**config.mk**
```make
export PLATFORM = sky130hd
export DESIGN_NAME = calendar_month_grid_generator_flat
export DESIGN_NICKNAME = d
export VERILOG_FILES = /design/src/hdl/cmgg_pkg.sv /design/src/hdl/cmgg_if.sv /design/src/hdl/calendar_month_grid_generator.sv /design/src/hdl/cmgg_front.sv /design/src/hdl/cmgg_queue.sv /design/src/hdl/cmgg_back.sv /design/src/flat_wrapper.sv
export VERILOG_INCLUDE_DIRS = /design/src /design/src/hdl
export SDC_FILE = /design/constraint.sdc
export NUM_CORES = 1
export LEC_CHECK = 0
export ABC_AREA = 1
export BUFFER_PORTS_ARGS = -buffer_cell sky130_fd_sc_hd__buf_2
export CAP_MARGIN = 20
export CORE_AREA = 5 5 259 261
export CTS_BUF_LIST = sky130_fd_sc_hd__clkbuf_4 sky130_fd_sc_hd__clkbuf_8 sky130_fd_sc_hd__clkbuf_16
export DETAILED_ROUTE_END_ITERATION = 12
export DIE_AREA = 0 0 264 266
export GPL_TIMING_DRIVEN = 0
export PLACE_DENSITY = 0.8
export SLEW_MARGIN = 20
export SYNTH_ARGS = -nofsm -noshare
export SYNTH_HDL_FRONTEND = slang
export SYNTH_HIERARCHICAL = 1
export SYNTH_SLANG_ARGS = --single-unit
```
**constraint.sdc**
```tcl
create_clock -name clk -period 38.3 [get_ports clk]
set_input_delay 11.49 -clock clk [delete_from_list [all_inputs] [get_ports clk]]
set_output_delay 11.49 -clock clk [all_outputs]
set_load 0.01 [all_outputs]
```
**src/hdl/calendar_month_grid_generator_defines.svh**
```systemverilog
// ----------------------------------------------------------------------------
// calendar month grid generator assertion macros
// shared assertion forms, clocked on clk and quiet while arst_n is low
// ----------------------------------------------------------------------------
`ifndef CALENDAR_MONTH_GRID_GENERATOR_DEFINES_SVH
`define CALENDAR_MONTH_GRID_GENERATOR_DEFINES_SVH

// property checked at every edge outside reset
`define CMGG_ASSERT(lbl, prop, msg) \
	lbl: assert property (@(posedge clk) disable iff (!arst_n) prop) else $error(msg);

// condition in one cycle implies a condition in the next
`define CMGG_ASSERT_NEXT(lbl, ante, cons, msg) \
	lbl: assert property (@(posedge clk) disable iff (!arst_n) (ante) |=> (cons)) \
		else $error(msg);

`endif

```
**src/hdl/cmgg_pkg.sv**
```systemverilog
`timescale 1ns / 1ps
// ----------------------------------------------------------------------------
// cmgg_pkg
// widths, constants, job type and calendar helpers for the month grid
// ----------------------------------------------------------------------------
package cmgg_pkg;

	localparam int YEAR_W   = 14;
	localparam int MONTH_W  = 4;
	localparam int DAY_W    = 5;
	localparam int OFFSET_W = 12;

	localparam int GRID_ROWS  = 6;
	localparam int GRID_COLS  = 7;
	localparam int GRID_CELLS = GRID_ROWS * GRID_COLS;
	localparam int CELL_W     = $clog2(GRID_CELLS);

	localparam int MONTHS     = 12;
	localparam int TOTAL_W    = 17;
	localparam int TOTAL_MIN  = MONTHS;
	localparam int TOTAL_MAX  = 9999 * MONTHS + MONTHS - 1;

	localparam logic [MONTH_W-1:0] MONTH_JAN = 4'd0;
	localparam logic [MONTH_W-1:0] MONTH_FEB = 4'd1;
	localparam logic [MONTH_W-1:0] MONTH_DEC = 4'd11;

	// reciprocals for constant division
	localparam logic [15:0] RECIP_3   = 16'd43691;  // >> 17
	localparam logic [12:0] RECIP_100 = 13'd5243;   // >> 19
	localparam logic [17:0] RECIP_7   = 18'd149797; // >> 20

	localparam int QDEPTH = 2;
	localparam int QPTR_W = $clog2(QDEPTH);
	localparam int QCNT_W = $clog2(QDEPTH + 1);

	typedef struct packed {
		logic [YEAR_W-1:0]  year;
		logic [MONTH_W-1:0] month;
		logic [DAY_W-1:0]   day;
	} date_t;

	typedef struct packed {
		date_t              start;
		logic               leap;
		logic [YEAR_W-1:0]  shown_year;
		logic [MONTH_W-1:0] shown_month;
		date_t              today;
	} job_t;

	function automatic logic [DAY_W-1:0] days_in_month(input logic [MONTH_W-1:0] m,
		input logic leap);
		logic [DAY_W-1:0] d;
		unique case (m)
			4'd1:                      d = leap ? 5'd29 : 5'd28;
			4'd3, 4'd5, 4'd8, 4'd10:   d = 5'd30;
			default:                   d = 5'd31;
		endcase
		return d;
	endfunction

	// day of year counted from march 1 for the first of month m
	function automatic logic [8:0] march_doy(input logic [MONTH_W-1:0] m);
		logic [8:0] d;
		unique case (m)
			4'd0:    d = 9'd306;
			4'd1:    d = 9'd337;
			4'd2:    d = 9'd0;
			4'd3:    d = 9'd31;
			4'd4:    d = 9'd61;
			4'd5:    d = 9'd92;
			4'd6:    d = 9'd122;
			4'd7:    d = 9'd153;
			4'd8:    d = 9'd184;
			4'd9:    d = 9'd214;
			4'd10:   d = 9'd245;
			default: d = 9'd275;
		endcase
		return d;
	endfunction

endpackage

```
**src/hdl/cmgg_if.sv**
```systemverilog
`timescale 1ns / 1ps
// ----------------------------------------------------------------------------
// cmgg_if
// request and grid cell channels with valid / ready handshake
// ----------------------------------------------------------------------------
interface cmgg_in_if;
	logic                               valid;
	logic                               ready;
	logic [cmgg_pkg::YEAR_W-1:0]        base_year;
	logic [cmgg_pkg::MONTH_W-1:0]       base_month;
	logic signed [cmgg_pkg::OFFSET_W-1:0] mon_shift;
	logic [cmgg_pkg::YEAR_W-1:0]        today_year;
	logic [cmgg_pkg::MONTH_W-1:0]       today_month;
	logic [cmgg_pkg::DAY_W-1:0]         today_day;

	modport source (output valid, base_year, base_month, mon_shift, today_year,
		today_month, today_day, input ready);
	modport sink (input valid, base_year, base_month, mon_shift, today_year,
		today_month, today_day, output ready);
endinterface

interface cmgg_out_if;
	logic                         valid;
	logic                         ready;
	logic [cmgg_pkg::YEAR_W-1:0]  cell_year;
	logic [cmgg_pkg::MONTH_W-1:0] cell_mon;
	logic [cmgg_pkg::DAY_W-1:0]   cell_day;
	logic                         in_shown;
	logic                         today_hit;
	logic [cmgg_pkg::YEAR_W-1:0]  shown_year;
	logic [cmgg_pkg::MONTH_W-1:0] shown_month;
	logic                         last_cell;

	modport source (output valid, cell_year, cell_mon, cell_day, in_shown, today_hit,
		shown_year, shown_month, last_cell, input ready);
	modport sink (input valid, cell_year, cell_mon, cell_day, in_shown, today_hit,
		shown_year, shown_month, last_cell, output ready);
endinterface

```
**src/hdl/calendar_month_grid_generator.sv**
```systemverilog
// path: a request passes front stages s1 to s7, the job queue, the walker start registers and the cell output registers
// throughput: 42 cells per request, one per cycle while grid.ready is high
// the cell walker sets that rate, the date pipeline and job queue run ahead of it
// reset: arst_n clears all valid bits, queue pointers and the walker; no clearing pass
`timescale 1ns / 1ps
// ----------------------------------------------------------------------------
// calendar_month_grid_generator
// monday-first gregorian month grid: shifts the month, finds the weekday of the
// first and streams the 6 by 7 grid of dates
// ----------------------------------------------------------------------------
`include "calendar_month_grid_generator_defines.svh"

module calendar_month_grid_generator (
	input  logic       clk,
	input  logic       arst_n,
	cmgg_in_if.sink    req,
	cmgg_out_if.source grid
);

	logic           f_valid, f_ready;
	cmgg_pkg::job_t f_job;
	logic           b_valid, b_ready;
	cmgg_pkg::job_t b_job;

	cmgg_front u_front (
		.clk       (clk),
		.arst_n    (arst_n),
		.req       (req),
		.job_valid (f_valid),
		.job_ready (f_ready),
		.job       (f_job)
	);

	cmgg_queue u_queue (
		.clk        (clk),
		.arst_n     (arst_n),
		.push_valid (f_valid),
		.push_ready (f_ready),
		.push_job   (f_job),
		.pop_valid  (b_valid),
		.pop_ready  (b_ready),
		.pop_job    (b_job)
	);

	cmgg_back u_back (
		.clk       (clk),
		.arst_n    (arst_n),
		.job_valid (b_valid),
		.job_ready (b_ready),
		.job       (b_job),
		.grid      (grid)
	);

	// consecutive cells of one grid are consecutive dates
	`CMGG_ASSERT_NEXT(a_day_steps, grid.valid && grid.ready && !grid.last_cell, grid.valid && ((grid.cell_day == $past(grid.cell_day) + 5'd1) || (grid.cell_day == 5'd1)), "grid cells are not consecutive days")

	// the shown month does not change inside a grid
	`CMGG_ASSERT_NEXT(a_shown_stable, grid.valid && grid.ready && !grid.last_cell, $stable(grid.shown_year) && $stable(grid.shown_month), "shown month changed within a grid")

	// a stalled cell holds until it is taken
	`CMGG_ASSERT_NEXT(a_cell_held, grid.valid && !grid.ready, grid.valid && $stable(grid.cell_day) && $stable(grid.last_cell), "stalled cell changed")

endmodule

```
**src/hdl/cmgg_front.sv**
```systemverilog
`timescale 1ns / 1ps
// ----------------------------------------------------------------------------
// cmgg_front
// month shift, saturation and weekday pipeline producing the grid start date
// ----------------------------------------------------------------------------
module cmgg_front (
	input  logic                 clk,
	input  logic                 arst_n,
	cmgg_in_if.sink              req,
	output logic                 job_valid,
	input  logic                 job_ready,
	output cmgg_pkg::job_t       job
);

	localparam int YW = cmgg_pkg::YEAR_W;
	localparam int MW = cmgg_pkg::MONTH_W;
	localparam int DW = cmgg_pkg::DAY_W;
	localparam int TW = cmgg_pkg::TOTAL_W;

	logic adv;
	logic v_s1, v_s2, v_s3, v_s4, v_s5, v_s6, v_s7;

	cmgg_pkg::date_t today_s1, today_s2, today_s3, today_s4, today_s5, today_s6, today_s7;

	logic [YW-1:0]                  by_s1;
	logic [MW-1:0]                  bm_s1;
	logic [cmgg_pkg::OFFSET_W-1:0]  off_s1;
	logic [TW-1:0]                  total_s2, total_s3;
	logic [YW-1:0]                  q12_s3;
	logic [YW-1:0]                  sy_s4, sy_s5, sy_s6, sy_s7;
	logic [MW-1:0]                  sm_s4, sm_s5, sm_s6, sm_s7;
	logic [YW-1:0]                  yy_s5;
	logic [6:0]                     cy_s5, cs_s5;
	logic [YW-1:0]                  wsum_s6, wsum_s7;
	logic                           leap_s6, leap_s7;
	logic [10:0]                    q7_s7;

	// stage 1 -> 2: month count with saturation
	logic signed [19:0] tot_raw;
	logic [19:0]        base_cnt;
	logic [TW-1:0]      tot_sat;

	// stage 2 -> 3, 3 -> 4, 4 -> 5, 5 -> 6, 6 -> 7
	logic [30:0]        p3;
	logic [TW-1:0]      rem4;
	logic [YW-1:0]      sy4;
	logic [MW-1:0]      sm4;
	logic [YW-1:0]      yy4;
	logic [26:0]        py5, ps5;
	logic [YW-1:0]      cs100;
	logic [YW-1:0]      wsum6;
	logic [31:0]        p7;

	// final combinational step into the queue
	logic [YW-1:0]      col_full;
	logic [2:0]         col;
	logic [MW-1:0]      prev_m;
	logic [YW-1:0]      prev_y;
	logic [DW-1:0]      prev_dim;

	assign adv       = !v_s7 || job_ready;
	assign req.ready = adv;

	always_comb begin
		base_cnt = ({6'd0, by_s1} << 3) + ({6'd0, by_s1} << 2) + {16'd0, bm_s1};
		tot_raw  = $signed(base_cnt) + $signed({{8{off_s1[cmgg_pkg::OFFSET_W-1]}}, off_s1});
		if (tot_raw < 20'(cmgg_pkg::TOTAL_MIN)) begin
			tot_sat = TW'(cmgg_pkg::TOTAL_MIN);
		end else if (tot_raw > 20'(cmgg_pkg::TOTAL_MAX)) begin
			tot_sat = TW'(cmgg_pkg::TOTAL_MAX);
		end else begin
			tot_sat = tot_raw[TW-1:0];
		end
	end

	// total / 12 as (total / 4) / 3
	assign p3 = 31'(total_s2[TW-1:2]) * 31'(cmgg_pkg::RECIP_3);

	always_comb begin
		rem4 = total_s3 - ((TW'(q12_s3) << 3) + (TW'(q12_s3) << 2));
		if (rem4 >= TW'(cmgg_pkg::MONTHS)) begin
			sy4 = q12_s3 + 1'b1;
			sm4 = MW'(rem4 - TW'(cmgg_pkg::MONTHS));
		end else begin
			sy4 = q12_s3;
			sm4 = MW'(rem4);
		end
	end

	// march-based year: jan and feb belong to the year before
	assign yy4 = (sm_s4 <= cmgg_pkg::MONTH_FEB) ? sy_s4 - 1'b1 : sy_s4;
	assign py5 = 27'(yy4) * 27'(cmgg_pkg::RECIP_100);
	assign ps5 = 27'(sy_s4) * 27'(cmgg_pkg::RECIP_100);

	assign cs100 = (YW'(cs_s5) << 6) + (YW'(cs_s5) << 5) + (YW'(cs_s5) << 2);
	assign wsum6 = yy_s5 + (yy_s5 >> 2) - YW'(cy_s5) + YW'(cy_s5 >> 2)
		+ YW'(cmgg_pkg::march_doy(sm_s5)) + YW'(2);

	assign p7 = 32'(wsum_s6) * 32'(cmgg_pkg::RECIP_7);

	always_comb begin
		col_full = wsum_s7 - ((YW'(q7_s7) << 3) - YW'(q7_s7));
		col      = col_full[2:0];
		if (sm_s7 == cmgg_pkg::MONTH_JAN) begin
			prev_m = cmgg_pkg::MONTH_DEC;
			prev_y = sy_s7 - 1'b1;
		end else begin
			prev_m = sm_s7 - 1'b1;
			prev_y = sy_s7;
		end
		prev_dim = cmgg_pkg::days_in_month(prev_m, leap_s7);

		job.leap        = leap_s7;
		job.shown_year  = sy_s7;
		job.shown_month = sm_s7;
		job.today       = today_s7;
		if (col == 3'd0) begin
			job.start.year  = sy_s7;
			job.start.month = sm_s7;
			job.start.day   = DW'(1);
		end else begin
			job.start.year  = prev_y;
			job.start.month = prev_m;
			job.start.day   = prev_dim - DW'(col) + DW'(1);
		end
	end

	assign job_valid = v_s7;

	always_ff @(posedge clk or negedge arst_n) begin
		if (!arst_n) begin
			v_s1 <= 1'b0;
			v_s2 <= 1'b0;
			v_s3 <= 1'b0;
			v_s4 <= 1'b0;
			v_s5 <= 1'b0;
			v_s6 <= 1'b0;
			v_s7 <= 1'b0;
		end else if (adv) begin
			v_s1 <= req.valid;
			v_s2 <= v_s1;
			v_s3 <= v_s2;
			v_s4 <= v_s3;
			v_s5 <= v_s4;
			v_s6 <= v_s5;
			v_s7 <= v_s6;
		end
	end

	always_ff @(posedge clk) begin
		if (adv) begin
			by_s1          <= req.base_year;
			bm_s1          <= req.base_month;
			off_s1         <= req.mon_shift;
			today_s1.year  <= req.today_year;
			today_s1.month <= req.today_month;
			today_s1.day   <= req.today_day;

			total_s2 <= tot_sat;
			today_s2 <= today_s1;

			total_s3 <= total_s2;
			q12_s3   <= p3[30:17];
			today_s3 <= today_s2;

			sy_s4    <= sy4;
			sm_s4    <= sm4;
			today_s4 <= today_s3;

			yy_s5    <= yy4;
			cy_s5    <= py5[25:19];
			cs_s5    <= ps5[25:19];
			sy_s5    <= sy_s4;
			sm_s5    <= sm_s4;
			today_s5 <= today_s4;

			wsum_s6  <= wsum6;
			leap_s6  <= (sy_s5[1:0] == 2'd0) && ((sy_s5 != cs100) || (cs_s5[1:0] == 2'd0));
			sy_s6    <= sy_s5;
			sm_s6    <= sm_s5;
			today_s6 <= today_s5;

			wsum_s7  <= wsum_s6;
			q7_s7    <= p7[30:20];
			leap_s7  <= leap_s6;
			sy_s7    <= sy_s6;
			sm_s7    <= sm_s6;
			today_s7 <= today_s6;
		end
	end

endmodule

```
**src/hdl/cmgg_queue.sv**
```systemverilog
`timescale 1ns / 1ps
// ----------------------------------------------------------------------------
// cmgg_queue
// short job queue between the date pipeline and the cell walker
// ----------------------------------------------------------------------------
module cmgg_queue (
	input  logic           clk,
	input  logic           arst_n,
	input  logic           push_valid,
	output logic           push_ready,
	input  cmgg_pkg::job_t push_job,
	output logic           pop_valid,
	input  logic           pop_ready,
	output cmgg_pkg::job_t pop_job
);

	localparam int PW = cmgg_pkg::QPTR_W;
	localparam int CW = cmgg_pkg::QCNT_W;

	cmgg_pkg::job_t entries_q [cmgg_pkg::QDEPTH];
	logic [PW-1:0]  wptr_q, rptr_q;
	logic [CW-1:0]  count_q;
	logic           do_push, do_pop;

	assign push_ready = count_q != CW'(cmgg_pkg::QDEPTH);
	assign pop_valid  = count_q != '0;
	assign pop_job    = entries_q[rptr_q];
	assign do_push    = push_valid && push_ready;
	assign do_pop     = pop_valid && pop_ready;

	always_ff @(posedge clk or negedge arst_n) begin
		if (!arst_n) begin
			wptr_q  <= '0;
			rptr_q  <= '0;
			count_q <= '0;
		end else begin
			if (do_push) begin
				wptr_q <= (wptr_q == PW'(cmgg_pkg::QDEPTH - 1)) ? '0 : wptr_q + 1'b1;
			end
			if (do_pop) begin
				rptr_q <= (rptr_q == PW'(cmgg_pkg::QDEPTH - 1)) ? '0 : rptr_q + 1'b1;
			end
			if (do_push && !do_pop) begin
				count_q <= count_q + 1'b1;
			end else if (do_pop && !do_push) begin
				count_q <= count_q - 1'b1;
			end
		end
	end

	always_ff @(posedge clk) begin
		if (do_push) begin
			entries_q[wptr_q] <= push_job;
		end
	end

endmodule

```
**src/hdl/cmgg_back.sv**
```systemverilog
`timescale 1ns / 1ps
// ----------------------------------------------------------------------------
// cmgg_back
// cell walker: steps day by day from the grid start and emits 42 cells
// ----------------------------------------------------------------------------
module cmgg_back (
	input  logic           clk,
	input  logic           arst_n,
	input  logic           job_valid,
	output logic           job_ready,
	input  cmgg_pkg::job_t job,
	cmgg_out_if.source     grid
);

	localparam int NW = cmgg_pkg::CELL_W;

	logic            busy_q;
	logic [NW-1:0]   cnt_q;
	cmgg_pkg::date_t cur_q, cur_next;
	cmgg_pkg::job_t  job_q;
	logic            out_valid_q;

	logic                          advance, last, pop;
	logic [cmgg_pkg::DAY_W-1:0]    dim;

	logic [cmgg_pkg::YEAR_W-1:0]   cell_year_q;
	logic [cmgg_pkg::MONTH_W-1:0]  cell_mon_q;
	logic [cmgg_pkg::DAY_W-1:0]    cell_day_q;
	logic                          in_shown_q, today_hit_q, last_cell_q;
	logic [cmgg_pkg::YEAR_W-1:0]   shown_year_q;
	logic [cmgg_pkg::MONTH_W-1:0]  shown_month_q;

	assign advance   = busy_q && (!out_valid_q || grid.ready);
	assign last      = cnt_q == NW'(cmgg_pkg::GRID_CELLS - 1);
	// next job loads on the same edge that sends the last cell
	assign job_ready = !busy_q || (advance && last);
	assign pop       = job_valid && job_ready;

	// feb only appears in the shown year, so one leap flag serves the grid
	assign dim = cmgg_pkg::days_in_month(cur_q.month, job_q.leap);

	always_comb begin
		cur_next = cur_q;
		if (cur_q.day == dim) begin
			cur_next.day = cmgg_pkg::DAY_W'(1);
			if (cur_q.month == cmgg_pkg::MONTH_DEC) begin
				cur_next.month = cmgg_pkg::MONTH_JAN;
				cur_next.year  = cur_q.year + 1'b1;
			end else begin
				cur_next.month = cur_q.month + 1'b1;
			end
		end else begin
			cur_next.day = cur_q.day + 1'b1;
		end
	end

	always_ff @(posedge clk or negedge arst_n) begin
		if (!arst_n) begin
			busy_q      <= 1'b0;
			cnt_q       <= '0;
			out_valid_q <= 1'b0;
		end else begin
			if (pop) begin
				busy_q <= 1'b1;
				cnt_q  <= '0;
			end else if (advance && last) begin
				busy_q <= 1'b0;
			end else if (advance) begin
				cnt_q <= cnt_q + 1'b1;
			end
			if (advance) begin
				out_valid_q <= 1'b1;
			end else if (grid.ready) begin
				out_valid_q <= 1'b0;
			end
		end
	end

	always_ff @(posedge clk) begin
		if (pop) begin
			cur_q <= job.start;
			job_q <= job;
		end else if (advance) begin
			cur_q <= cur_next;
		end
		if (advance) begin
			cell_year_q   <= cur_q.year;
			cell_mon_q    <= cur_q.month;
			cell_day_q    <= cur_q.day;
			in_shown_q    <= (cur_q.year == job_q.shown_year)
				&& (cur_q.month == job_q.shown_month);
			today_hit_q   <= (cur_q.year == job_q.today.year)
				&& (cur_q.month == job_q.today.month) && (cur_q.day == job_q.today.day);
			shown_year_q  <= job_q.shown_year;
			shown_month_q <= job_q.shown_month;
			last_cell_q   <= last;
		end
	end

	assign grid.valid       = out_valid_q;
	assign grid.cell_year   = cell_year_q;
	assign grid.cell_mon    = cell_mon_q;
	assign grid.cell_day    = cell_day_q;
	assign grid.in_shown    = in_shown_q;
	assign grid.today_hit   = today_hit_q;
	assign grid.shown_year  = shown_year_q;
	assign grid.shown_month = shown_month_q;
	assign grid.last_cell   = last_cell_q;

endmodule
```
**src/flat_wrapper.sv**
```systemverilog
// flat-port wrapper written by rule: the top's interface ports become plain ports
module calendar_month_grid_generator_flat 
  (clk, arst_n, req_valid, req_base_year, req_base_month, req_mon_shift, req_today_year, req_today_month, req_today_day, req_ready, grid_valid, grid_cell_year, grid_cell_mon, grid_cell_day, grid_in_shown, grid_today_hit, grid_shown_year, grid_shown_month, grid_last_cell, grid_ready);
  cmgg_in_if req_i ();
  cmgg_out_if grid_i ();
  input  logic clk;
  input  logic arst_n;
  input wire logic [$bits(req_i.valid)-1:0] req_valid;
  input wire logic [$bits(req_i.base_year)-1:0] req_base_year;
  input wire logic [$bits(req_i.base_month)-1:0] req_base_month;
  input wire logic [$bits(req_i.mon_shift)-1:0] req_mon_shift;
  input wire logic [$bits(req_i.today_year)-1:0] req_today_year;
  input wire logic [$bits(req_i.today_month)-1:0] req_today_month;
  input wire logic [$bits(req_i.today_day)-1:0] req_today_day;
  output wire logic [$bits(req_i.ready)-1:0] req_ready;
  output wire logic [$bits(grid_i.valid)-1:0] grid_valid;
  output wire logic [$bits(grid_i.cell_year)-1:0] grid_cell_year;
  output wire logic [$bits(grid_i.cell_mon)-1:0] grid_cell_mon;
  output wire logic [$bits(grid_i.cell_day)-1:0] grid_cell_day;
  output wire logic [$bits(grid_i.in_shown)-1:0] grid_in_shown;
  output wire logic [$bits(grid_i.today_hit)-1:0] grid_today_hit;
  output wire logic [$bits(grid_i.shown_year)-1:0] grid_shown_year;
  output wire logic [$bits(grid_i.shown_month)-1:0] grid_shown_month;
  output wire logic [$bits(grid_i.last_cell)-1:0] grid_last_cell;
  input wire logic [$bits(grid_i.ready)-1:0] grid_ready;
  assign req_i.valid = req_valid;
  assign req_i.base_year = req_base_year;
  assign req_i.base_month = req_base_month;
  assign req_i.mon_shift = req_mon_shift;
  assign req_i.today_year = req_today_year;
  assign req_i.today_month = req_today_month;
  assign req_i.today_day = req_today_day;
  assign req_ready = req_i.ready;
  assign grid_valid = grid_i.valid;
  assign grid_cell_year = grid_i.cell_year;
  assign grid_cell_mon = grid_i.cell_mon;
  assign grid_cell_day = grid_i.cell_day;
  assign grid_in_shown = grid_i.in_shown;
  assign grid_today_hit = grid_i.today_hit;
  assign grid_shown_year = grid_i.shown_year;
  assign grid_shown_month = grid_i.shown_month;
  assign grid_last_cell = grid_i.last_cell;
  assign grid_i.ready = grid_ready;
  calendar_month_grid_generator u_core (.clk(clk), .arst_n(arst_n), .req(req_i), .grid(grid_i));
endmodule
```
* Word-level counts from Yosys, hierarchy flattened
Memory sizes are Yosys's and may differ from the RTL's. A register that Yosys moved wholly into a read port is not among the register bits.
Cells that the tools add are included.
** Word-level totals
- Output and inout port bits :: 46
- Memories :: 2
- Memory bits (writable) :: 130
- Bits in read-only memories :: 144
- Bits in registers :: 489
** Memory list
- (no name shown) :: depth 16, width 9, read ports 1, clocked after Yosys merged registers in 1, write ports 0, line cmgg_pkg.sv:64 : unique case (m)
- u_core.u_queue.entries_q :: depth 2, width 65, read ports 1, clocked after Yosys merged registers in 0, write ports 1, line cmgg_queue.sv:20 : cmgg_pkg::job_t entries_q [cmgg_pkg::QDEPTH];
** Cells by class
- Equal/unequal tests :: 21
- Multipliers :: 4
- Muxes and demuxes :: 31
- Add/subtract/negate cells :: 29
- Reductions and logical operators :: 36
- $lt $le $gt $ge :: 4
** Operators by type and width (number)
- 23-bit 2-to-1 mux :: 3
- 14-bit 2-to-1 mux :: 4
- 14-bit by 13-bit multiplier with 26-bit output, second input constant :: 2
- 15-bit by 16-bit multiplier with 31-bit output, second input constant :: 1
- 14-bit by 1-bit adder with 14-bit output, second input constant :: 2
- 14-bit by 9-bit adder with 14-bit output :: 2
- 14-bit == test :: 2
- 14-bit by 1-bit subtractor with 14-bit output, second input constant :: 2
- 14-bit by 18-bit multiplier with 23-bit output, second input constant :: 1
- 20-bit by 12-bit adder with 20-bit output :: 1
- 4-bit == test, second input constant :: 5
- 20-bit by 18-bit greater-than comparator with 1-bit output, second input constant :: 1
- 20-bit by 5-bit less-than comparator with 1-bit output, second input constant :: 1
- 18-bit by 4-bit adder with 19-bit output :: 1
- 17-bit by 16-bit adder with 18-bit output :: 1
- 18-bit 2-to-1 mux :: 1
- 6-bit 2-to-1 mux :: 3
- 17-bit by 16-bit adder with 17-bit output :: 1
- 17-bit by 4-bit greater-or-equal comparator with 1-bit output, second input constant :: 1
- 17-bit 2-to-1 mux :: 1
- 17-bit subtractor :: 1
- 4-bit 2-to-1 mux :: 4
- 13-bit by 12-bit adder with 14-bit output :: 1
- 14-bit by 12-bit adder with 14-bit output :: 1
- other kinds (40) :: 82

* Depth between registers and ports, before layout
Gate-level depths: netlist (run 1).
- Depth after elaboration :: 9
- Depth in mapped cells :: 30

* Cells and area by module
The synthesis (run 1) kept the hierarchy.
** By module, submodules not included
- cmgg_front :: times used 1, cells each 3018, seq. area each 11195.7 µm², area an instance 31557.8 µm²
- cmgg_back :: times used 1, cells each 395, seq. area each 3473.3 µm², area an instance 5101.1 µm²
- cmgg_queue :: times used 1, cells each 368, seq. area each 4003.8 µm², area an instance 4936.0 µm²

* Worst setup path before layout (run 1)
OpenSTA, ideal clock, no wires.
- Path type :: register to output
- Start :: reg u_core.u_queue.count_q[0]
- End :: out req_ready
- Stages on the path, launching flop included :: 6
- Setup slack :: 16.107 ns
- Data arrival time :: 10.703 ns
- Buffers on the path :: 1
- Data required time :: 26.810 ns
- Cells stage by stage :: dfrtp_1 > inv_1 > nand2_1 > inv_1 > nand2_1 > clkbuf_1
** Between the ends
- Longest elaborated chain between the ends :: 2
** Ends and longest elaborated chain
- from (decl) :: line cmgg_queue.sv:22 : logic [CW-1:0] count_q;
- from (signal assigned) :: line cmgg_queue.sv:44 : count_q <= count_q + 1'b1;
- from (signal assigned) :: line cmgg_queue.sv:46 : count_q <= count_q - 1'b1;
- 2-bit != test :: line cmgg_queue.sv:25 : assign push_ready = count_q != CW'(cmgg_pkg::QDEPTH);
- via u_core.f_ready :: line calendar_month_grid_generator.sv:20 : logic f_valid, f_ready;
- 1-bit logical OR :: line cmgg_front.sv:61 : assign adv = !v_s7 || job_ready;
- to (decl) :: line flat_wrapper.sv:15 : output wire logic [$bits(req_i.ready)-1:0] req_ready;
The timed path passes the listed nets, and every way through them passes these cells.

* Worst setup path after layout (run 1)
Ends and elaborated chain as after synthesis.

==> results of run 1 <==
[Yosys cell counts (5+ instances only)]
| cell | count | area (um^2) |
|---|---|---|
| ha_1 | 525 | 6570 |
| nand2_1 | 687 | 2580 |
| a21boi_0 | 5 | 37.5 |
| dfrtp_1 | 19 | 475 |
| xnor2_1 | 71 | 622 |
| nand3_1 | 138 | 691 |
| nand3b_1 | 8 | 60.1 |
| or2_2 | 9 | 56.3 |
| o21ai_0 | 91 | 455 |
| mux2_2 | 5 | 56.3 |
| xor2_1 | 112 | 981 |
| dfxtp_1 | 9 | 180 |
| nand4_1 | 43 | 269 |
| a21o_1 | 10 | 75.1 |
| nor4_1 | 5 | 31.3 |
| nor3_1 | 32 | 160 |
| edfxtp_1 | 600 | 18000 |
| o21bai_1 | 11 | 82.6 |
| nor2_1 | 158 | 593 |
| clkbuf_1 | 5 | 18.8 |
| o21ai_2 | 13 | 114 |
| o21a_1 | 5 | 37.5 |
| nand2_2 | 8 | 50.1 |
| buf_4 | 9 | 67.6 |
| inv_1 | 706 | 2650 |
| inv_2 | 6 | 22.5 |
| fa_1 | 262 | 5250 |
| buf_2 | 13 | 65.1 |
| a21oi_1 | 153 | 766 |
| a31oi_1 | 6 | 37.5 |
| o211ai_1 | 5 | 37.5 |
[worst reg2reg max path: cells and delay by family, from the launching register on]
kind	cells	cell delay (ns)
adder cells (fa/ha/maj)	7	3.01
AO/OA/AOI/OAI	6	1.19
XOR/XNOR	2	0.99
AND/OR/NAND/NOR	7	0.63
flip-flops	1	0.59
buffers and inverters	4	0.57
[area by class of cell]
cell class	instances	share of cell area
Buffer	31	0.00475
Clock buffer	66	0.0336
Clock inverter	45	0.0117
Inverter	713	0.0591
Multi-Input combinational cell	2409	0.440
Sequential cell	628	0.410
Tap cell	855	0.0235
Timing Repair Buffer	113	0.0172
[layout by cell type (no fill, tap or decap), drive strengths merged, types with 5 or more instances in the layout]
cell type,Yosys,layout
clkbuf,5,71
clkinvlp,0,8
clkinv,1,28
ha,525,525
buf,26,139
a21boi,6,6
nand3,140,140
o21ai,109,109
edfxtp,600,600
xor2,112,112
a31oi,6,6
nand2,697,697
a21oi,154,154
o21a,5,5
o21bai,11,11
bufinv,0,9
dfrtp,19,19
a21o,10,10
nor3,34,34
fa,262,262
nand4,44,44
nand3b,8,8
o211ai,5,5
nor2,163,163
inv,712,713
nor4,6,6
dfxtp,9,9
xnor2,71,71
or2,9,9
mux2,5,5
[worst paths after layout]
path	from	end	depth (start not counted)
max	u_core/u_queue/count_q[0]	req_ready	10
min	u_core/u_front/today_s3[6]	u_core/u_front/today_s4[6]	0
max reg2reg	u_core/u_front/sy_s4[1]	u_core/u_front/cy_s5[5]	26
min reg2reg	u_core/u_front/today_s3[6]	u_core/u_front/today_s4[6]	0
max in group asynchronous	arst_n	u_core/u_front/v_s5	1
min in group asynchronous	arst_n	u_core/u_back/busy_q	1
[per-stage QoR]
step | cell area (um^2) | cells | setup WS, ns | utilization
final | 45500 | 4860 | 23.09 | 0.709
after global routing | 45500 | 4860 | 22.84 | 0.709
after CTS | 45500 | 4860 | 23.05 | 0.709
after detailed placement | 43500 | 4749 | 23.76 | 0.677
after global placement | 43200 | 4738 | 11.32 | 0.672
after floorplan | 41600 | 3781 | 16.11 | -
[layer usage]
| metal | global-route usage | part of all wire | wire length (um) |
|---|---|---|---|
| met5 | 0 | 0.00023 | 19 |
| met1 | 0.303 | 0.40 | 33000 |
| met4 | 0.0806 | 0.037 | 3010 |
| met2 | 0.420 | 0.51 | 41600 |
| met3 | 0.0297 | 0.051 | 4200 |
[flip-flops by register name, indices dropped and copies added, names as in the netlist, 17 cells and up, named ones only]
signal / cells
u_core/u_front/today_s1: 23
u_core/u_front/today_s3: 23
u_core/u_back/job_q: 42
u_core/u_front/today_s5: 23
u_core/u_front/today_s6: 23
u_core/u_front/total_s3: 17
u_core/u_front/today_s4: 23
u_core/u_front/total_s2: 17
u_core/u_back/cur_q: 23
u_core/u_front/job: 23
u_core/u_front/today_s2: 23
u_core/u_queue/entries_q: 130
[kinds of logic (layout without fill, tap and decap cells)]
kind of cell | count (synthesis) | count (layout)
buffers and inverters | 744 | 968
xor gates and xnor gates | 183 | 183
AOI/OAI and AO/OA | 329 | 329
and+or+nand+nor | 1105 | 1105
muxes | 5 | 5
adders and majority gates | 787 | 787
DFF | 628 | 628
==> implementation parameters, run 1 <==
Parameter                              Value

Run status
  Outcome ... completed

Worst setup path
  Worst setup path class ... reg2out
  Maximum fanout count along the critical path ... 61
  Crit path top cell by count ... buf_16
  Cell with the largest stage delay on the worst path ... clkbuf_4
  Highest cell delay on the worst timing path ... 0.64 ns
  CP Buf/Inv Count ... 8
  CP Data Required Time ... 26.81 ns
  Critical path endpoint category ... output port
  Crit-path cells ... inv_1 > nand2_1 > inv_1 > nand2_1 > clkbuf_4 > buf_16 > buf_16 > buf_16 > buf_16 > buf_2
  Family of cells with the greatest summed delay on the critical path ... buffers and inverters
  Slack of the worst reg-to-reg path ... 31.12 ns
  Critical path arrival ... 3.72 ns
  Startpoint types ... flip-flop

STA
  Max_slew headroom ... 0.322
  Achievable frequency ... 65.7 MHz
  Final number of setup-violating endpoints ... 0
  Setup repair after global routing missed its margin ... false
  Pins over their slew limit ... 0
  Final Hold Viols ... 0
  Total Neg Setup Slack ... 0 ns
  Post-Route Skew ... 0.0310 ns
  Minimum period implied by the final worst setup slack ... 15.21 ns
  Final hold slack ... 0.410 ns
  Measured slew at the worst slew-check pin ... 1.01 ns
  Final period utilization ... 0.397

Placed design
  Routability Congestion ... 0.898
  HPWL Detailed ... 62900 um
  Count of buffers inserted at the top-level ports ... 102

Floorplanning
  Placeable Area ... 64200 um^2
  Top-level port count ... 103
  Width of the chip ... 264 um
  Total Die Area ... 70200 um^2
  Count of standard-cell rows ... 93
  Height of the chip ... 266 um
  Initial Util ... 0.648

Clock tree
  Number of buffers created by CTS ... 59
  TritonCTS clock tree ... built
  Clock latency reported for the late side of the worst-skew pair ... 0.65 ns
  Max clock buf depth ... 3
  Clock H-tree levels ... 2
  CTS sink cnt ... 628
  Clock root buffer ... clkbuf_16
  Cts repair resizes ... 0
  Clock-pin slew on the worst setup and hold paths ... 0.06 ns
  Setup bufs post-CTS ... 0
  Hold buffer count at CTS ... 0

Global routing
  Maximum number of pins on one net before global-route repair ... 62
  Wire length of the first global-routing pass ... 135000 um
  Number of global-route vias before repair ... 26984
  Initial antenna violation count ... 1
  Total GRT Usage ... 0.236
  Remaining global-route overflow ... 0

Worst hold path
  Worst min-delay path class ... reg2reg

Synthesis
  Average footprint of a synthesized cell ... 11.0 um^2
  Number of warnings issued by yosys ... 6
  Fraction of synthesized cell area in xor and xnor cells ... 0.0385
  Number of enable flip-flop cells after synthesis ... 600
  Share of the synthesized area in compound gates (AO/OA/AOI/OAI) ... 0.0454
  Async set or reset register ratio after synthesis ... 0.0303
  Share of synthesized area spent on multiplexers ... 0.00135
  Post-Synth Simple-Gate Area ... 0.112
  Cells after Synth ... 3781
  Adder-cell area share of the yosys netlist ... 0.284
  Main flop type after synthesis ... edfxtp_1
  Sequential fraction of the synthesis area ... 0.449
  Synthesized cell area ... 41600 um^2
  Net count of the mapped netlist ... 4625
  Post-synthesis sequential element count ... 628
  Number of unique standard cell types used by synthesis ... 63
  Dominant combinational cell family by area after synthesis ... adder cells

Job
  Reported max-cap violation count ... 0

Drt
  Vias after detailed routing ... 26324
  Final ANT Viol Nets ... 0
  First-pass iteration count of the detailed router ... 5
  Total DRC errors in the routed layout ... 0
  Wirelength per Cell ... 16.8 um
  Final WL ... 81800 um
  Drt first-iter violations ... 1872
  Ratio of routed vias to standard cells ... 5.42

Final layout
  Area used by multi-input combinational logic ... 20000 um^2
  Nets ... 4799
  FILL cells ... 4414
  Antenna Diode Count ... 0
  Layout area overhead ... 9.46%
  Sequential standard cell area ... 18700 um^2
  Proportion of layout cells with a drive suffix above 1 ... 0.0762
Power of run 1 is left out: the tool's default activity adds up to more than one toggle a clock period on the data nets, which glitch-free logic cannot reach.
==> inputs of run 2 (changes only) <==
--- a/config.mk
+++ b/config.mk
@@ -9,12 +9,12 @@
 export ABC_AREA = 1
 export BUFFER_PORTS_ARGS = -buffer_cell sky130_fd_sc_hd__buf_2
 export CAP_MARGIN = 20
-export CORE_AREA = 5 5 259 261
+export CORE_AREA = 5 5 274 276
 export CTS_BUF_LIST = sky130_fd_sc_hd__clkbuf_4 sky130_fd_sc_hd__clkbuf_8 sky130_fd_sc_hd__clkbuf_16
 export DETAILED_ROUTE_END_ITERATION = 12
-export DIE_AREA = 0 0 264 266
+export DIE_AREA = 0 0 279 281
 export GPL_TIMING_DRIVEN = 0
-export PLACE_DENSITY = 0.8
+export PLACE_DENSITY = 0.75
 export SLEW_MARGIN = 20
 export SYNTH_ARGS = -nofsm -noshare
 export SYNTH_HDL_FRONTEND = slang
==> constraint.sdc (replaced) <==
create_clock -name clk -period 12.8 [get_ports clk]
set_input_delay 3.84 -clock clk [delete_from_list [all_inputs] [get_ports clk]]
set_output_delay 3.84 -clock clk [all_outputs]
set_load 0.01 [all_outputs]
==> run 2 against run 1 <==
Effect of this change: die area rose by 12%; first-iteration DRC count fell by 9.1%; flip-flop and latch count did not move; worst setup slack got worse by 18 ns; worst hold slack got worse by 0.034 ns; routed wire length fell by 4.3%; final cell count rose by 2.0%; critical path depth rose by 16; non-clock buffer count fell by 3; clock-buffer cell count rose by 2; critical endpoint is now u_core/u_front/cy_s5[5]; highest routed layer is now met4.
==> implementation parameters, run 2 (synthesis gave the netlist of run 1 again) <==
Parameter                              Value

Drt
  Wirelength per Cell ... 15.8 um
  Total DRC errors in the routed layout ... 0
  First-pass iteration count of the detailed router ... 6
  Ratio of routed vias to standard cells ... 5.23
  Vias after detailed routing ... 25892
  Drt first-iter violations ... 1702
  Final WL ... 78300 um
  Final ANT Viol Nets ... 0

Global routing
  Most heavily used metal layer in global routing ... met2
  Initial antenna violation count ... 0
  Number of global-route vias before repair ... 26120
  Met3 capacity usage during global routing ... 0.0275
  Remaining global-route overflow ... 0
  Global-route track usage on met1 ... 0.275
  Maximum number of pins on one net before global-route repair ... 106
  Wire length of the first global-routing pass ... 130000 um
  Global routing met2 resource utilization ... 0.351
  Total GRT Usage ... 0.204

STA
  Max_slew headroom ... 0.310
  Final period utilization ... 0.565
  Setup repair after global routing missed its margin ... false
  Achievable frequency ... 138 MHz
  Final Hold Viols ... 0
  Pins over their slew limit ... 0
  Final number of setup-violating endpoints ... 0
  Total Neg Setup Slack ... 0 ns
  Post-Route Skew ... 0.0559 ns
  Measured slew at the worst slew-check pin ... 1.03 ns
  Minimum period implied by the final worst setup slack ... 7.23 ns

Worst hold path
  Hold wc startpoint ... u_core/u_front/today_s2[5]
  Hold path depth ... 0
  Endpoint of the worst hold-timing path ... u_core/u_front/today_s3[5]
  Worst min-delay path class ... reg2reg

Worst setup path
  Critical path arrival ... 7.59 ns
  Worst flop-to-flop path startpoint ... u_core/u_front/sy_s4[1]
  Critical path endpoint category ... flip-flop
  Worst setup path class ... reg2reg
  Maximum fanout count along the critical path ... 8
  Startpoint types ... flip-flop
  Slack of the worst reg-to-reg path ... 5.57 ns
  Length in cells of the worst reg-to-reg path ... 26
  Worst R2R End ... u_core/u_front/cy_s5[5]
  CP Data Required Time ... 13.16 ns

Final layout
  FILL cells ... 5649
  Proportion of layout cells with a drive suffix above 1 ... 0.0738
  Leading cell type in the layout, fill and taps excluded ... inv_1
  Antenna Diode Count ... 0
  Largest registers in the final layout ... u_core/u_queue/entries_q x130, u_core/u_back/job_q x42
  Layout area overhead ... 9.02%
  Register with the highest flop count ... u_core/u_queue/entries_q
  Largest register FFs ... 130
  Nets ... 4795
  Leading cell types in the layout, fill and taps excluded ... inv_1 (705), nand2_1 (687), edfxtp_1 (600)

Clock tree
  Clock root buffer ... clkbuf_16
  Number of buffers created by CTS ... 58
  Clock-pin slew on the worst setup and hold paths ... 0.06 ns
  TritonCTS clock tree ... built
  Cts repair resizes ... 0
  Max clock buf depth ... 3
  CTS sink cnt ... 628
  Hold buffer count at CTS ... 0
  Setup bufs post-CTS ... 0
  Clock H-tree levels ... 2
  Clock latency reported for the late side of the worst-skew pair ... 0.63 ns

Run status
  Outcome ... completed

Floorplanning
  Width of the chip ... 279 um
  Height of the chip ... 281 um
  Count of standard-cell rows ... 99
  Initial Util ... 0.575
  Top-level port count ... 103
  Total Die Area ... 78400 um^2
  Placeable Area ... 72300 um^2

Placed design
  Count of buffers inserted at the top-level ports ... 102
  Routability Congestion ... 0.911
  HPWL Detailed ... 61400 um

Job
  Reported max-cap violation count ... 0
run 2: worst max-delay path, stage by stage, from the launching register on:
cell      delay (ns)
edfxtp_1        0.62
inv_1           0.26
ha_1            0.27
o21ai_0         0.30
nor2_1          0.10
nand2_1         0.07
nand2_1         0.06
nand2_1         0.06
nand2_1         0.05
nand3_1         0.07
xor2_1          0.82
inv_1           0.24
fa_1            0.53
ha_1            0.33
fa_1            0.48
fa_1            0.54
inv_1           0.05
fa_1            0.55
inv_1           0.05
ha_1            0.32
a21oi_1         0.17
o21ai_0         0.11
a21oi_1         0.20
nand3_1         0.22
a21o_1          0.23
a21oi_1         0.16
xnor2_1         0.13
run 2: metal layers:
layer	vias to the layer above	wire (um)
li1	12818	-
met1	12365	33600
met2	584	38700
met3	125	3810
met4	0	2120
met5	-	0
run 2: worst max path at each step:
stage / endpoint / depth (start not counted) / from / slack, ns
after floorplan: req_ready / 5 / u_core/u_queue/count_q[0] / 3.59
after detailed placement: u_core/u_front/cy_s5[5] / 26 / u_core/u_front/sy_s4[1] / 5.55
final: u_core/u_front/cy_s5[5] / 26 / u_core/u_front/sy_s4[1] / 5.57
after CTS: u_core/u_front/cy_s5[5] / 26 / u_core/u_front/sy_s4[1] / 5.59
after global placement: req_ready / 6 / u_core/u_queue/count_q[0] / 1.19
after global routing: u_core/u_front/cy_s5[6] / 25 / u_core/u_front/sy_s4[1] / 5.11
run 2: final cells by class:
| cell class | instances | area (um^2) | share of cell area |
|---|---|---|---|
| Multi-Input combinational cell | 2409 | 20000 | 0.442 |
| Buffer | 31 | 223 | 0.00491 |
| Timing Repair Buffer | 110 | 693 | 0.0153 |
| Inverter | 713 | 2690 | 0.0593 |
| Clock buffer | 68 | 1530 | 0.0337 |
| Clock inverter | 37 | 298 | 0.00657 |
| Tap cell | 959 | 1200 | 0.0265 |
| Sequential cell | 628 | 18700 | 0.412 |
run 2: metrics by stage:
step / instances / setup WS [ns] / cell area (um^2) / utilization / hold WS [ns]
floorplan: 3781 / 3.59 / 41600 / - / 0.400
global placement: 4842 / 1.19 / 43300 / 0.599 / 0.400
detailed placement: 4850 / 5.55 / 43500 / 0.602 / 0.405
CTS: 4955 / 5.59 / 45300 / 0.627 / 0.371
global route: 4955 / 5.11 / 45300 / 0.627 / 0.386
finish: 4955 / 5.57 / 45300 / 0.627 / 0.376
Power of run 2 is left out for the same reason.
